File: src/rtl/gic_pkg.sv
`timescale 1ns / 1ps
`default_nettype none
// ----------------------------------------------------------------------------
// gic_pkg
// shared widths, register indexes, button bit positions and the arctangent table
// ----------------------------------------------------------------------------
package gic_pkg;

    localparam int NUM_BUTTONS = 10;
    localparam int CORDIC_MAX  = 24;

    // serial divider: numerator, divisor and quotient widths
    localparam int DIV_NW = 40;
    localparam int DIV_DW = 25;
    localparam int DIV_QW = 17;

    // serial square root of r2 << 16: 32 bit operand, 24 bit root
    localparam int SQ_IW = 32;
    localparam int SQ_RW = 24;

    localparam int CNT_W = 5;

    localparam logic [7:0] CFG_LEFT_INNER  = 8'd0;
    localparam logic [7:0] CFG_RIGHT_INNER = 8'd1;
    localparam logic [7:0] CFG_OUTER       = 8'd2;
    localparam logic [7:0] CFG_TRIG_DZ     = 8'd3;

    localparam logic [15:0] RESET_LEFT_INNER  = 16'd7849;
    localparam logic [15:0] RESET_RIGHT_INNER = 16'd8689;
    localparam logic [15:0] RESET_OUTER       = 16'd32000;
    localparam logic [7:0]  RESET_TRIG_DZ     = 8'd30;

    localparam logic [15:0] Q15_ONE = 16'd32768;

    // position in the raw button word of A B X Y LS RS start back LC RC
    localparam logic [3:0] BTN_POS [NUM_BUTTONS] = '{
        4'd12, 4'd13, 4'd14, 4'd15, 4'd8, 4'd9, 4'd4, 4'd5, 4'd6, 4'd7
    };

    // atan(2^-i) in 2^-32 turn
    function automatic logic [31:0] atan_turn(input logic [CNT_W-1:0] idx);
        logic [31:0] v;
        case (idx)
            5'd0:  v = 32'd536870912;
            5'd1:  v = 32'd316933406;
            5'd2:  v = 32'd167458907;
            5'd3:  v = 32'd85004756;
            5'd4:  v = 32'd42667331;
            5'd5:  v = 32'd21354465;
            5'd6:  v = 32'd10679838;
            5'd7:  v = 32'd5340245;
            5'd8:  v = 32'd2670163;
            5'd9:  v = 32'd1335087;
            5'd10: v = 32'd667544;
            5'd11: v = 32'd333772;
            5'd12: v = 32'd166886;
            5'd13: v = 32'd83443;
            5'd14: v = 32'd41722;
            5'd15: v = 32'd20861;
            5'd16: v = 32'd10430;
            5'd17: v = 32'd5215;
            5'd18: v = 32'd2608;
            5'd19: v = 32'd1304;
            5'd20: v = 32'd652;
            5'd21: v = 32'd326;
            5'd22: v = 32'd163;
            5'd23: v = 32'd81;
            default: v = 32'd0;
        endcase
        return v;
    endfunction

    function automatic logic [16:0] abs17(input logic signed [15:0] a);
        logic [16:0] e;
        e = {a[15], a};
        return a[15] ? (17'd0 - e) : e;
    endfunction

endpackage
`default_nettype wire

File: src/rtl/gic_div.sv
`timescale 1ns / 1ps
`default_nettype none
// ----------------------------------------------------------------------------
// gic_div
// restoring divider, one quotient bit per cycle
// ----------------------------------------------------------------------------
module gic_div import gic_pkg::*; (
    input  wire logic              aclk,
    input  wire logic              aresetn,
    input  wire logic              start,
    input  wire logic [DIV_NW-1:0] num,
    input  wire logic [DIV_DW-1:0] den,
    output logic                   busy,
    output logic                   done,
    output logic [DIV_QW-1:0]      quo
);

    logic [DIV_DW-1:0] rem_reg, rem_next;
    logic [DIV_DW-1:0] den_reg;
    logic [DIV_QW-1:0] low_reg;
    logic [DIV_QW-1:0] quo_reg;
    logic [CNT_W-1:0]  cnt_reg;
    logic              busy_reg;
    logic              done_reg;
    logic [DIV_DW:0]   trial;
    logic [DIV_DW:0]   diff;
    logic              ge;

    always_comb begin
        trial    = {rem_reg, low_reg[DIV_QW-1]};
        diff     = trial - {1'b0, den_reg};
        ge       = !diff[DIV_DW];
        rem_next = ge ? diff[DIV_DW-1:0] : trial[DIV_DW-1:0];
    end

    always_ff @(posedge aclk) begin
        if (!aresetn) begin
            busy_reg <= 1'b0;
            done_reg <= 1'b0;
            cnt_reg  <= '0;
        end else begin
            done_reg <= 1'b0;
            if (start) begin
                busy_reg <= 1'b1;
                cnt_reg  <= '0;
                rem_reg  <= DIV_DW'(num[DIV_NW-1:DIV_QW]);
                low_reg  <= num[DIV_QW-1:0];
                den_reg  <= den;
            end else if (busy_reg) begin
                rem_reg <= rem_next;
                low_reg <= {low_reg[DIV_QW-2:0], 1'b0};
                quo_reg <= {quo_reg[DIV_QW-2:0], ge};
                cnt_reg <= cnt_reg + 1'b1;
                if (cnt_reg == CNT_W'(DIV_QW - 1)) begin
                    busy_reg <= 1'b0;
                    done_reg <= 1'b1;
                end
            end
        end
    end

    assign busy = busy_reg;
    assign done = done_reg;
    assign quo  = quo_reg;

endmodule
`default_nettype wire

File: src/rtl/gic_sqrt.sv
`timescale 1ns / 1ps
`default_nettype none
// ----------------------------------------------------------------------------
// gic_sqrt
// integer square root of r2 * 65536, one root bit per cycle
// ----------------------------------------------------------------------------
module gic_sqrt import gic_pkg::*; (
    input  wire logic             aclk,
    input  wire logic             aresetn,
    input  wire logic             start,
    input  wire logic [SQ_IW-1:0] r2,
    output logic                  done,
    output logic [SQ_RW-1:0]      root
);

    logic [SQ_IW-1:0] v_reg;
    logic [SQ_RW:0]   rem_reg;
    logic [SQ_RW-1:0] root_reg;
    logic [CNT_W-1:0] cnt_reg;
    logic             busy_reg;
    logic             done_reg;
    logic [SQ_RW+2:0] t;
    logic [SQ_RW+2:0] trial;
    logic [SQ_RW+2:0] diff;
    logic             ge;

    always_comb begin
        t     = {rem_reg, v_reg[SQ_IW-1:SQ_IW-2]};
        trial = {1'b0, root_reg, 2'b01};
        diff  = t - trial;
        ge    = (t >= trial);
    end

    always_ff @(posedge aclk) begin
        if (!aresetn) begin
            busy_reg <= 1'b0;
            done_reg <= 1'b0;
            cnt_reg  <= '0;
        end else begin
            done_reg <= 1'b0;
            if (start) begin
                busy_reg <= 1'b1;
                cnt_reg  <= '0;
                v_reg    <= r2;
                rem_reg  <= '0;
                root_reg <= '0;
            end else if (busy_reg) begin
                // the low 16 operand bits are zero, shifted in behind r2
                v_reg    <= {v_reg[SQ_IW-3:0], 2'b00};
                rem_reg  <= ge ? diff[SQ_RW:0] : t[SQ_RW:0];
                root_reg <= {root_reg[SQ_RW-2:0], ge};
                cnt_reg  <= cnt_reg + 1'b1;
                if (cnt_reg == CNT_W'(SQ_RW - 1)) begin
                    busy_reg <= 1'b0;
                    done_reg <= 1'b1;
                end
            end
        end
    end

    assign done = done_reg;
    assign root = root_reg;

endmodule
`default_nettype wire

File: src/rtl/gic_cordic.sv
`timescale 1ns / 1ps
`default_nettype none
// ----------------------------------------------------------------------------
// gic_cordic
// vectoring cordic, one micro-rotation per cycle, angle in 2^-16 turn
// ----------------------------------------------------------------------------
module gic_cordic import gic_pkg::*; #(
    parameter int ITER = 16
) (
    input  wire logic               aclk,
    input  wire logic               aresetn,
    input  wire logic               start,
    input  wire logic signed [15:0] x_in,
    input  wire logic signed [15:0] y_in,
    output logic                    busy,
    output logic [15:0]             angle
);

    logic signed [26:0] x_reg, y_reg;
    logic [31:0]        z_reg;
    logic [CNT_W-1:0]   cnt_reg;
    logic               busy_reg;
    logic signed [26:0] xs, ys, dx, dy;
    logic [31:0]        zr;

    always_comb begin
        xs = 27'(x_in) <<< 8;
        ys = 27'(y_in) <<< 8;
        dx = y_reg >>> cnt_reg;
        dy = x_reg >>> cnt_reg;
        zr = z_reg + 32'h0000_8000;
    end

    always_ff @(posedge aclk) begin
        if (!aresetn) begin
            busy_reg <= 1'b0;
            cnt_reg  <= '0;
        end else begin
            if (start) begin
                busy_reg <= 1'b1;
                cnt_reg  <= '0;
                // left half plane: turn by half a turn first
                if (x_in[15]) begin
                    x_reg <= -xs;
                    y_reg <= -ys;
                    z_reg <= 32'h8000_0000;
                end else begin
                    x_reg <= xs;
                    y_reg <= ys;
                    z_reg <= '0;
                end
            end else if (busy_reg) begin
                if (y_reg > 0) begin
                    x_reg <= x_reg + dx;
                    y_reg <= y_reg - dy;
                    z_reg <= z_reg + atan_turn(cnt_reg);
                end else begin
                    x_reg <= x_reg - dx;
                    y_reg <= y_reg + dy;
                    z_reg <= z_reg - atan_turn(cnt_reg);
                end
                cnt_reg <= cnt_reg + 1'b1;
                if (cnt_reg == CNT_W'(ITER - 1)) begin
                    busy_reg <= 1'b0;
                end
            end
        end
    end

    assign busy  = busy_reg;
    assign angle = zr[31:16];

endmodule
`default_nettype wire

File: src/rtl/gamepad_input_conditioner.sv
`timescale 1ns / 1ps
`default_nettype none
// ----------------------------------------------------------------------------
// gamepad_input_conditioner
// button edges, trigger deadzone, radial stick deadzones and stick angles for one poll
// ----------------------------------------------------------------------------
// each accepted poll runs the trigger divisions, then per stick the squares, the square root
//   with the cordic angle beside it, the radial division and the two axis divisions
// the serial divider is used up to eight times per poll; polls are taken one at a time
// a disconnected poll is dropped and s_ready stays high; a finished result waits in the
//   output register while the next poll starts
// reset: synchronous active-low aresetn restores the deadzone defaults and clears the stored button levels
// ----------------------------------------------------------------------------
module gamepad_input_conditioner import gic_pkg::*; #(
    parameter int ANGLE_BITS = 16
) (
    input  wire logic               aclk,
    input  wire logic               aresetn,
    input  wire logic               cfg_valid,
    output logic                    cfg_ready,
    input  wire logic [7:0]         cfg_index,
    input  wire logic [15:0]        cfg_data,
    input  wire logic               s_valid,
    output logic                    s_ready,
    input  wire logic               s_connected,
    input  wire logic [15:0]        s_button_word,
    input  wire logic [7:0]         s_left_trigger_raw,
    input  wire logic [7:0]         s_right_trigger_raw,
    input  wire logic signed [15:0] s_left_axis_x,
    input  wire logic signed [15:0] s_left_axis_y,
    input  wire logic signed [15:0] s_right_axis_x,
    input  wire logic signed [15:0] s_right_axis_y,
    output logic                    m_valid,
    input  wire logic               m_ready,
    output logic [9:0]              m_buttons_down,
    output logic [9:0]              m_buttons_changed,
    output logic [15:0]             m_left_trigger_out,
    output logic [15:0]             m_right_trigger_out,
    output logic signed [15:0]      m_left_out_x,
    output logic signed [15:0]      m_left_out_y,
    output logic signed [15:0]      m_right_out_x,
    output logic signed [15:0]      m_right_out_y,
    output logic [15:0]             m_left_out_radius,
    output logic [15:0]             m_right_out_radius,
    output logic [15:0]             m_left_out_angle,
    output logic [15:0]             m_right_out_angle
);

    localparam int CORDIC_ITER = (ANGLE_BITS < CORDIC_MAX) ? ANGLE_BITS : CORDIC_MAX;

    typedef enum logic [3:0] {
        ST_IDLE, ST_TRG, ST_TRG_WAIT, ST_X2, ST_Y2, ST_IN2, ST_OUT2, ST_SQRT,
        ST_SQRT_WAIT, ST_RAD, ST_RAD_WAIT, ST_MUL, ST_DIV, ST_DIV_WAIT, ST_ANG, ST_OUT
    } state_t;

    state_t state_reg;

    logic [15:0] l_inner_reg, r_inner_reg, outer_reg;
    logic [7:0]  tdz_reg;

    logic [9:0]         prev_reg, down_reg, changed_reg;
    logic [7:0]         ltrig_reg, rtrig_reg;
    logic signed [15:0] lx_reg, ly_reg, rx_reg, ry_reg;
    logic               tsel_reg, ssel_reg, asel_reg;
    logic [15:0]        ltres_reg, rtres_reg;
    logic [31:0]        r2_reg;
    logic               lt_in_reg, gt_out_reg;
    logic [SQ_RW-1:0]   r8_reg;
    logic [15:0]        rad_reg;
    logic [30:0]        prod_reg;
    logic [15:0]        res_x_reg [2];
    logic [15:0]        res_y_reg [2];
    logic [15:0]        res_rad_reg [2];
    logic [15:0]        res_ang_reg [2];
    logic               m_valid_reg;

    // selected operands
    logic signed [15:0] cur_x, cur_y, cur_a;
    logic [15:0]        cur_inner;
    logic [7:0]         cur_raw;
    logic [16:0]        mul_a, mul_b;
    logic [33:0]        prod;
    logic [9:0]         down_now;
    logic [DIV_DW-1:0]  den_rad;
    logic [SQ_RW-1:0]   r8_off;

    // shared units
    logic              div_start, div_busy, div_done;
    logic [DIV_NW-1:0] div_num;
    logic [DIV_DW-1:0] div_den;
    logic [DIV_QW-1:0] div_quo;
    logic              sq_start, sq_done;
    logic [SQ_RW-1:0]  sq_root;
    logic              cd_busy;
    logic [15:0]       cd_angle;
    logic [16:0]       q_neg;
    logic [15:0]       axis_res;
    state_t            after_rad;

    always_comb begin
        for (int i = 0; i < NUM_BUTTONS; i++) begin
            down_now[i] = s_button_word[BTN_POS[i]];
        end
        cur_x     = ssel_reg ? rx_reg : lx_reg;
        cur_y     = ssel_reg ? ry_reg : ly_reg;
        cur_a     = asel_reg ? cur_y : cur_x;
        cur_inner = ssel_reg ? r_inner_reg : l_inner_reg;
        cur_raw   = tsel_reg ? rtrig_reg : ltrig_reg;
        den_rad   = DIV_DW'({outer_reg - cur_inner, 8'd0});
        r8_off    = r8_reg - {cur_inner, 8'd0};
        after_rad = (r2_reg == 32'd0) ? ST_ANG : ST_MUL;

        case (state_reg)
            ST_X2:   begin mul_a = abs17(cur_x);        mul_b = abs17(cur_x); end
            ST_Y2:   begin mul_a = abs17(cur_y);        mul_b = abs17(cur_y); end
            ST_IN2:  begin mul_a = {1'b0, cur_inner};   mul_b = {1'b0, cur_inner}; end
            ST_OUT2: begin mul_a = {1'b0, outer_reg};   mul_b = {1'b0, outer_reg}; end
            default: begin mul_a = abs17(cur_a);        mul_b = {1'b0, rad_reg}; end
        endcase
        prod = mul_a * mul_b;

        div_start = 1'b0;
        case (state_reg)
            ST_TRG: begin
                div_num   = DIV_NW'({cur_raw, 15'd127});
                div_den   = DIV_DW'(255);
                div_start = (cur_raw >= tdz_reg);
            end
            ST_RAD: begin
                // (r8 - inner*256) * 32768 + den / 2
                div_num   = DIV_NW'({r8_off, 15'd0}) + DIV_NW'({outer_reg - cur_inner, 7'd0});
                div_den   = den_rad;
                div_start = !lt_in_reg && !gt_out_reg && (outer_reg > cur_inner);
            end
            default: begin
                div_num   = DIV_NW'({prod_reg, 9'd0}) + DIV_NW'(r8_reg);
                div_den   = {r8_reg, 1'b0};
                div_start = (state_reg == ST_DIV);
            end
        endcase

        sq_start = (state_reg == ST_SQRT);

        // saturate the scaled axis by sign
        q_neg = (div_quo > 17'd32768) ? 17'd32768 : div_quo;
        if (cur_a[15]) begin
            axis_res = 16'(17'd0 - q_neg);
        end else begin
            axis_res = (div_quo > 17'd32767) ? 16'd32767 : div_quo[15:0];
        end
    end

    gic_div u_div (
        .aclk   (aclk),
        .aresetn(aresetn),
        .start  (div_start),
        .num    (div_num),
        .den    (div_den),
        .busy   (div_busy),
        .done   (div_done),
        .quo    (div_quo)
    );

    gic_sqrt u_sqrt (
        .aclk   (aclk),
        .aresetn(aresetn),
        .start  (sq_start),
        .r2     (r2_reg),
        .done   (sq_done),
        .root   (sq_root)
    );

    gic_cordic #(.ITER(CORDIC_ITER)) u_cordic (
        .aclk   (aclk),
        .aresetn(aresetn),
        .start  (sq_start),
        .x_in   (cur_x),
        .y_in   (cur_y),
        .busy   (cd_busy),
        .angle  (cd_angle)
    );

    always_ff @(posedge aclk) begin
        if (!aresetn) begin
            state_reg   <= ST_IDLE;
            l_inner_reg <= RESET_LEFT_INNER;
            r_inner_reg <= RESET_RIGHT_INNER;
            outer_reg   <= RESET_OUTER;
            tdz_reg     <= RESET_TRIG_DZ;
            prev_reg    <= '0;
            m_valid_reg <= 1'b0;
        end else begin
            if (cfg_valid) begin
                case (cfg_index)
                    CFG_LEFT_INNER:  l_inner_reg <= cfg_data;
                    CFG_RIGHT_INNER: r_inner_reg <= cfg_data;
                    CFG_OUTER:       outer_reg   <= cfg_data;
                    CFG_TRIG_DZ:     tdz_reg     <= cfg_data[7:0];
                    default: ;
                endcase
            end

            // in ST_OUT the output register is reloaded below instead
            if (m_valid_reg && m_ready && state_reg != ST_OUT) begin
                m_valid_reg <= 1'b0;
            end

            case (state_reg)
                ST_IDLE: begin
                    if (s_valid && s_connected) begin
                        down_reg    <= down_now;
                        changed_reg <= down_now ^ prev_reg;
                        prev_reg    <= down_now;
                        ltrig_reg   <= s_left_trigger_raw;
                        rtrig_reg   <= s_right_trigger_raw;
                        lx_reg      <= s_left_axis_x;
                        ly_reg      <= s_left_axis_y;
                        rx_reg      <= s_right_axis_x;
                        ry_reg      <= s_right_axis_y;
                        tsel_reg    <= 1'b0;
                        state_reg   <= ST_TRG;
                    end
                end
                ST_TRG: begin
                    if (cur_raw < tdz_reg) begin
                        if (tsel_reg) begin
                            rtres_reg <= '0;
                            ssel_reg  <= 1'b0;
                            state_reg <= ST_X2;
                        end else begin
                            ltres_reg <= '0;
                            tsel_reg  <= 1'b1;
                        end
                    end else begin
                        state_reg <= ST_TRG_WAIT;
                    end
                end
                ST_TRG_WAIT: begin
                    if (div_done) begin
                        if (tsel_reg) begin
                            rtres_reg <= div_quo[15:0];
                            ssel_reg  <= 1'b0;
                            state_reg <= ST_X2;
                        end else begin
                            ltres_reg <= div_quo[15:0];
                            tsel_reg  <= 1'b1;
                            state_reg <= ST_TRG;
                        end
                    end
                end
                ST_X2: begin
                    r2_reg    <= prod[31:0];
                    state_reg <= ST_Y2;
                end
                ST_Y2: begin
                    r2_reg    <= r2_reg + prod[31:0];
                    state_reg <= ST_IN2;
                end
                ST_IN2: begin
                    lt_in_reg <= (r2_reg < prod[31:0]);
                    state_reg <= ST_OUT2;
                end
                ST_OUT2: begin
                    gt_out_reg <= (r2_reg > prod[31:0]);
                    state_reg  <= ST_SQRT;
                end
                ST_SQRT: begin
                    state_reg <= ST_SQRT_WAIT;
                end
                ST_SQRT_WAIT: begin
                    if (sq_done) begin
                        r8_reg    <= sq_root;
                        state_reg <= ST_RAD;
                    end
                end
                ST_RAD: begin
                    asel_reg <= 1'b0;
                    if (lt_in_reg) begin
                        rad_reg   <= '0;
                        state_reg <= after_rad;
                    end else if (div_start) begin
                        state_reg <= ST_RAD_WAIT;
                    end else begin
                        rad_reg   <= Q15_ONE;
                        state_reg <= after_rad;
                    end
                end
                ST_RAD_WAIT: begin
                    if (div_done) begin
                        rad_reg   <= (div_quo > 17'd32768) ? Q15_ONE : div_quo[15:0];
                        state_reg <= after_rad;
                    end
                end
                ST_MUL: begin
                    prod_reg  <= prod[30:0];
                    state_reg <= ST_DIV;
                end
                ST_DIV: begin
                    state_reg <= ST_DIV_WAIT;
                end
                ST_DIV_WAIT: begin
                    if (div_done) begin
                        if (asel_reg) begin
                            res_y_reg[ssel_reg] <= axis_res;
                            state_reg           <= ST_ANG;
                        end else begin
                            res_x_reg[ssel_reg] <= axis_res;
                            asel_reg            <= 1'b1;
                            state_reg           <= ST_MUL;
                        end
                    end
                end
                ST_ANG: begin
                    if (!cd_busy) begin
                        res_rad_reg[ssel_reg] <= rad_reg;
                        // stick at center: everything but the radius reads zero
                        if (r2_reg == 32'd0) begin
                            res_x_reg[ssel_reg]   <= '0;
                            res_y_reg[ssel_reg]   <= '0;
                            res_ang_reg[ssel_reg] <= '0;
                        end else begin
                            res_ang_reg[ssel_reg] <= cd_angle;
                        end
                        if (ssel_reg) begin
                            state_reg <= ST_OUT;
                        end else begin
                            ssel_reg  <= 1'b1;
                            state_reg <= ST_X2;
                        end
                    end
                end
                ST_OUT: begin
                    if (!m_valid_reg || m_ready) begin
                        m_valid_reg         <= 1'b1;
                        m_buttons_down      <= down_reg;
                        m_buttons_changed   <= changed_reg;
                        m_left_trigger_out  <= ltres_reg;
                        m_right_trigger_out <= rtres_reg;
                        m_left_out_x        <= res_x_reg[0];
                        m_left_out_y        <= res_y_reg[0];
                        m_right_out_x       <= res_x_reg[1];
                        m_right_out_y       <= res_y_reg[1];
                        m_left_out_radius   <= res_rad_reg[0];
                        m_right_out_radius  <= res_rad_reg[1];
                        m_left_out_angle    <= res_ang_reg[0];
                        m_right_out_angle   <= res_ang_reg[1];
                        state_reg           <= ST_IDLE;
                    end
                end
                default: state_reg <= ST_IDLE;
            endcase
        end
    end

    assign cfg_ready = 1'b1;
    assign s_ready   = (state_reg == ST_IDLE);
    assign m_valid   = m_valid_reg;

`ifndef SYNTHESIS
    a_div_idle_on_start: assert property (@(posedge aclk) disable iff (!aresetn)
        div_start |-> !div_busy)
        else $error("divider started while busy");

    a_drop_disconnected: assert property (@(posedge aclk) disable iff (!aresetn)
        (s_valid && s_ready && !s_connected) |=> s_ready)
        else $error("disconnected request was not dropped");

    a_radius_range: assert property (@(posedge aclk) disable iff (!aresetn)
        m_valid |-> (m_left_out_radius <= Q15_ONE && m_right_out_radius <= Q15_ONE))
        else $error("radius above one");

    a_trigger_range: assert property (@(posedge aclk) disable iff (!aresetn)
        m_valid |-> (m_left_trigger_out <= Q15_ONE && m_right_trigger_out <= Q15_ONE))
        else $error("trigger above one");
`endif

endmodule
`default_nettype wire
File: config.mk
export PLATFORM = sky130hd
export DESIGN_NAME = gamepad_input_conditioner
export DESIGN_NICKNAME = d
export VERILOG_FILES = /design/src/rtl/gic_pkg.sv /design/src/rtl/gic_div.sv /design/src/rtl/gic_sqrt.sv /design/src/rtl/gic_cordic.sv /design/src/rtl/gamepad_input_conditioner.sv
export SDC_FILE = /design/constraint.sdc
export NUM_CORES = 2
export LEC_CHECK = 0
export ABC_AREA = 1
export ABC_CLOCK_PERIOD_IN_PS = 18900
export BUFFER_PORTS_ARGS = -buffer_cell sky130_fd_sc_hd__buf_2
export CORE_UTILIZATION = 33
export DETAILED_ROUTE_END_ITERATION = 10
export GPL_ROUTABILITY_DRIVEN = 0
export PLACE_DENSITY = 0.54
export SYNTH_ARGS = -nofsm -noshare
export SYNTH_HDL_FRONTEND = slang
export SYNTH_SLANG_ARGS = --single-unit
File: constraint.sdc
create_clock -name aclk -period 18.9 [get_ports aclk]
set_input_delay 0.945 -clock aclk [delete_from_list [all_inputs] [get_ports aclk]]
set_output_delay 0.945 -clock aclk [all_outputs]
set_load 0.02 [all_outputs]
# [Word level (Yosys, flattened, before mapping)]
# Memories as Yosys holds them, arrays and structs flattened. A register that Yosys moved wholly into a read port is not among the register bits.
# Cells that the tools add are included.
[word_totals] regBits=634 ram_bits=128 rom_bits=1920 inputBits=126 output_inout_bits=183 word_cells=317 memories=6
[mem_list] memory="(name not given)" words=32 word_bits=30 read_ports=1 rd_clocked_by_memory_dff=1 wr=0 line="gic_pkg.sv:43" rtl="case (idx)"
[mem_list] memory="(name not given)" words=32 word_bits=30 read_ports=1 rd_clocked_by_memory_dff=1 wr=0 line="gic_pkg.sv:43"
[mem_list] memory="res_ang_reg" words=2 word_bits=16 read_ports=2 rd_clocked_by_memory_dff=2 wr=1 line="gamepad_input_conditioner.sv:74" rtl="logic [15:0] res_ang_reg [2];"
[mem_list] memory="res_rad_reg" words=2 word_bits=16 read_ports=2 rd_clocked_by_memory_dff=2 wr=1 line="gamepad_input_conditioner.sv:73" rtl="logic [15:0] res_rad_reg [2];"
[mem_list] memory="res_x_reg" words=2 word_bits=16 read_ports=2 rd_clocked_by_memory_dff=2 wr=1 line="gamepad_input_conditioner.sv:71" rtl="logic [15:0] res_x_reg [2];"
[mem_list] memory="res_y_reg" words=2 word_bits=16 read_ports=2 rd_clocked_by_memory_dff=2 wr=1 line="gamepad_input_conditioner.sv:72" rtl="logic [15:0] res_y_reg [2];"
[op_classes] add_sub_neg=23 n_mul=1 n_lt_le_gt_ge=9 eq_ne=36 shift=2 mux=133 bitwise_logic=8 reduce_logical=50
[op_table] operator="$mux W32" n=14
[op_table] operator="$mux W16" n=22
[op_table] operator="$mux W27" n=8
[op_table] operator="$pmux W17 S4" n=2
[op_table] operator="$mux W25" n=4
[op_table] operator="$pmux W16 S2" n=3
[op_table] operator="$mux W17" n=5
[op_table] operator="$pmux W40 S2" n=1
[op_table] operator="$add A32 B32 Y32" n=2
[op_table] operator="$pmux W32 S2" n=1
[op_table] operator="$pmux W4 S16" n=1
[op_table] operator="$add A27 B27 Y27" n=2
[op_table] operator="$neg A24 Y27" n=2
[op_table] operator="$sshr A27 B5 Y27" n=2
[op_table] operator="$sub A27 B27 Y27" n=2
[op_table] operator="$sub A1 B16 Y17 const A" n=3
[op_table] operator="$pmux W25 S2" n=1
[op_table] operator="$mux W1" n=45
[op_table] operator="$add A39 B23 Y40" n=1
[op_table] operator="$add A40 B24 Y40" n=1
[op_table] operator="$mux W4" n=10
[op_table] operator="$add A32 B16 Y32 const B" n=1
[op_table] operator="$eq A4 B4 Y1 const B" n=8
[op_table] operator="$gt A32 B32 Y1" n=1
[op_table] operator="54 further kinds" n=120

# [Depth between registers and ports, before layout]
[depth] depth_word=9 ltp_mapped=56 mapped_depth_nobuf=54

# [Cells and area by module]
# Synthesis repeated with hierarchy kept, for this count alone.
[hier_totals] hier_cells=8198 area_unflattened_um2=66407.4
[modules_own_cells] mod="gamepad_input_conditioner" n_inst=1 cells_per_inst=4339 area_per_inst_um2=40158.5 seq_area_each_um2=17877.1
[modules_own_cells] mod="gic_cordic" n_inst=1 cells_per_inst=2366 area_per_inst_um2=14825.5 seq_area_each_um2=3303.2
[modules_own_cells] mod="gic_div" n_inst=1 cells_per_inst=732 area_per_inst_um2=5796.8 seq_area_each_um2=2662.6
[modules_own_cells] mod="gic_sqrt" n_inst=1 cells_per_inst=761 area_per_inst_um2=5626.6 seq_area_each_um2=2572.5

# [Worst setup path after synthesis]
# Ideal clock, no wire load.
[synth_timing] path_kind="input -> register" start="input aresetn" end="register m_buttons_changed[0], enable pin" setup_ns=0.940 t_arrival_ns=13.687 required_time_ns=17.960 setup_slack_ns=4.273 path_stages=4 path_buffers=2 cell_sequence="clkbuf_1 > inv_1 > clkbuf_1 > nor3_1"
[synth_via] elab_chain_cells=1
[synth_lines] item="from (decl)" line="gamepad_input_conditioner.sv:18" rtl="input wire logic aresetn,"
[synth_lines] item="$reduce_and A3 Y1 (no source line)"
[synth_lines] item="to (signal assigned)" line="gamepad_input_conditioner.sv:336" rtl="m_buttons_changed <= changed_reg;"
[synth_lines] item="to (decl)" line="gamepad_input_conditioner.sv:36" rtl="output logic [9:0] m_buttons_changed,"
# Every way passes these cells.
# A chain may end at the register's enable or synchronous reset.

# [Worst setup path after layout]
[layout_timing] start="register ssel_reg" end="register gt_out_reg (data pin)"
[layout_via] elab_chain_cells=7 elab_cells_between_ends=14 cone_classes="add/sub (3); mul (1); order compare (1); mux (9)"
[layout_lines] item="from (decl)" line="gamepad_input_conditioner.sv:64" rtl="logic tsel_reg, ssel_reg, asel_reg;"
[layout_lines] item="from (signal assigned)" line="gamepad_input_conditioner.sv:228" rtl="ssel_reg <= 1'b0;"
[layout_lines] item="from (signal assigned)" line="gamepad_input_conditioner.sv:242" rtl="ssel_reg <= 1'b0;"
[layout_lines] item="from (signal assigned)" line="gamepad_input_conditioner.sv:327" rtl="ssel_reg <= 1'b1;"
[layout_lines] item="$mux W16 (on tied branches)" line="gamepad_input_conditioner.sv:104, gamepad_input_conditioner.sv:105"
[layout_lines] item="$mux W16" line="gamepad_input_conditioner.sv:106" rtl="cur_a = asel_reg ? cur_y : cur_x;"
[layout_lines] item="$sub A1 B16 Y17" line="gic_pkg.sv:76" rtl="return a[15] ? (17'd0 - e) : e;"
[layout_lines] item="$mux W17" line="gic_pkg.sv:76"
[layout_lines] item="$pmux W17 S4" line="gamepad_input_conditioner.sv:113" rtl="case (state_reg)"
[layout_lines] item="$mul A17 B17 Y32 (*)" line="gamepad_input_conditioner.sv:120" rtl="prod = mul_a * mul_b;"
[layout_lines] item="named net prod[28]" line="gamepad_input_conditioner.sv:82" rtl="logic [33:0] prod;"
[layout_lines] item="$gt A32 B32 Y1 (*)" line="gamepad_input_conditioner.sv:264" rtl="gt_out_reg <= (r2_reg > prod[31:0]);"
[layout_lines] item="to (signal assigned)" line="gamepad_input_conditioner.sv:264"
[layout_lines] item="to (decl)" line="gamepad_input_conditioner.sv:67" rtl="logic lt_in_reg, gt_out_reg;"
# The timed path passes the listed nets; every way through them passes the cells marked *.

==> results.ini <==
[timing]
worst_hold_slack_ns = 0.367
drv_slew = 0
skew_ns = 0.0525
max_slew_margin = 0.173
fin_setup_tns_ns = 0
max_freq_mhz = 79.4
worstMarginPinSlew_ns = 1.24
hold_violations = 0
rsz0062_at_grt = no
layout_setup_ws_ns = 6.30
final-setup-viol-count = 0
fin_crit_ns = 12.60
fin_crit_sh = 0.667

[final_layout]
nets = 8269
final_cell_mix = nand2_1 (1474), inv_1 (967), edfxtp_1 (799)
drive_gt1_frac = 0.0932
postLayoutCoreUtil = 0.375
areaGrowthSynthToFinish_pct = 12.4
final_common_cell = nand2_1

[drt]
viasPerCell = 5.10
dr.first_iter.drc_count = 4413
vias = 51600
drt-wirelength-per-cell_um = 19.1
dr.pass1.iters = 6
drc = 0
antenna_left = 0
drt-total-wl_um = 194000

[critical_path]
start_kind = register
cp_max_fo = 23
crit_arrival_ns = 13.05
cp_common_cell = nand2_1
endpoint_kind = register
critPathSlowestCell = nor3_1
ff2ff_path_depth = 46
critPathRequiredTime_ns = 19.35
critical_path_class = reg -> reg
max_stage_delay_ns = 0.59

[die]
rows = 159
die_h_um = 438
core_um2 = 188000
chipWidth_um = 438
start_util = 0.334
num_io_pins = 309
dieArea_um2 = 192000

[min_path]
min_path_type = in -> reg
min_path_cells = 1

[synthesis]
synthFlopType = edfxtp_1
ys_seq_area_frac = 0.420
ys_seq_elements = 920
netlist_instances = 7270
yosys_warnings = 0
syn-cell-area_um2 = 62800
synth-edff-count = 799
synth_cell_type_count = 77
synthArstFlopShare = 0
syn_area_per_cell_um2 = 8.64
synth_nets = 8008

[clocking]
path_clk_slew_ns = 0.07
cts_hold_buf = 0
cts_resized = 0
clock-sinks = 920
cts_buffers = 100
cts_tree = built
clock_path_buffers = 3
clk_latency_ns = 0.76
cts-root-buf = clkbuf_16
cts_setup_buffers = 0
cts_htree_levels = 3

[global_route]
grt_pass1_vias = 48600
grt_use_total = 0.197
grt_max_degree = 78
antenna_found_initial = 3
grt_overflow = 0
grt_pass1_wl_um = 293000

[placed_design]
io_buffers = 301
dpl_worst_slack_ns = 6.48
place_hpwl_um = 151000

[run_status]
status = completed

[run]
drv_cap = 0

[synth_stat cells (34+ instances only)]
cell type,instances,area share
a21oi_1,525,0.042
a31oi_1,54,0.0054
buf_2,44,0.0035
clkbuf_1,112,0.0067
dfxtp_1,121,0.039
edfxtp_1,799,0.38
fa_1,232,0.074
ha_1,380,0.076
inv_1,967,0.058
inv_2,34,0.0020
nand2_1,1474,0.088
nand3_1,460,0.037
nand4_1,58,0.0058
nor2_1,642,0.038
nor3_1,92,0.0073
nor4_1,37,0.0037
o211ai_1,60,0.0072
o21ai_0,504,0.040
o21ai_1,43,0.0034
or2_2,39,0.0039
xnor2_1,72,0.010
xor2_1,159,0.022
[per-stage QoR]
step           instance area [µm²]  std cells
2_1_floorplan                62800       7270
3_3_place_gp                 67100       9924
3_5_place_dp                 67100       9924
4_1_cts                      70700      10100
5_1_grt                      70700      10100
6_report                     70700      10100
[cell type report]
cell class | instances | area (µm²)
clock inverter | 72 | 988
fill | 19000 | 118000
tap | 2495 | 3120
timing repair buffer | 364 | 1980
clock buffer | 117 | 2590
antenna | 2 | 5.00
sequential | 920 | 26400
multi-input combinational | 5136 | 31800
inverter | 1009 | 3800
[per-layer routing]
metal,wire length [µm],track usage,share of wire,up-vias
met5,0,0,0,-
met4,9710,0.0960,0.050,0
met3,11600,0.0232,0.060,316
met2,87300,0.313,0.45,1767
met1,84900,0.266,0.44,24500
li1,-,-,-,25000
[final timing paths]
kind / startpoint / slack, ns / endpoint
hold / removal: s_right_trigger_raw[6] / 0.37 / rtrig_reg[6]
setup / recovery: ssel_reg / 6.30 / gt_out_reg
hold reg to reg: res_x_reg[1][3] / 0.40 / m_right_out_x[3]
setup reg to reg: ssel_reg / 6.30 / gt_out_reg
[cell families (layout without fill, tap and decap cells)]
kind of cell | count (synthesis) | count (layout) | share of synthesized area
AOI/OAI and AO/OA | 1378 | 1378 | 0.123
xor gates and xnor gates | 232 | 232 | 0.0325
adders and majority gates | 612 | 612 | 0.150
buffers and inverters | 1214 | 1562 | 0.0760
DFF | 920 | 920 | 0.420
muxes | 25 | 25 | 0.00416
other | 1 | 3 | 0.0000597
and+or+nand+nor | 2888 | 2888 | 0.194
[critical path: cells and delay by family, from the launching register on]
| family | cells | cell delay (ns) |
|---|---|---|
| XOR/XNOR | 1 | 0.45 |
| AND/OR/NAND/NOR | 23 | 4.35 |
| flip-flops | 1 | 0.33 |
| buffers and inverters | 10 | 2.03 |
| adder cells (fa/ha/maj) | 10 | 4.41 |
| AO/OA/AOI/OAI | 2 | 0.66 |
Power is left out: the tool's default activity adds up to more than one toggle a clock period on the data nets, which glitch-free logic cannot reach.
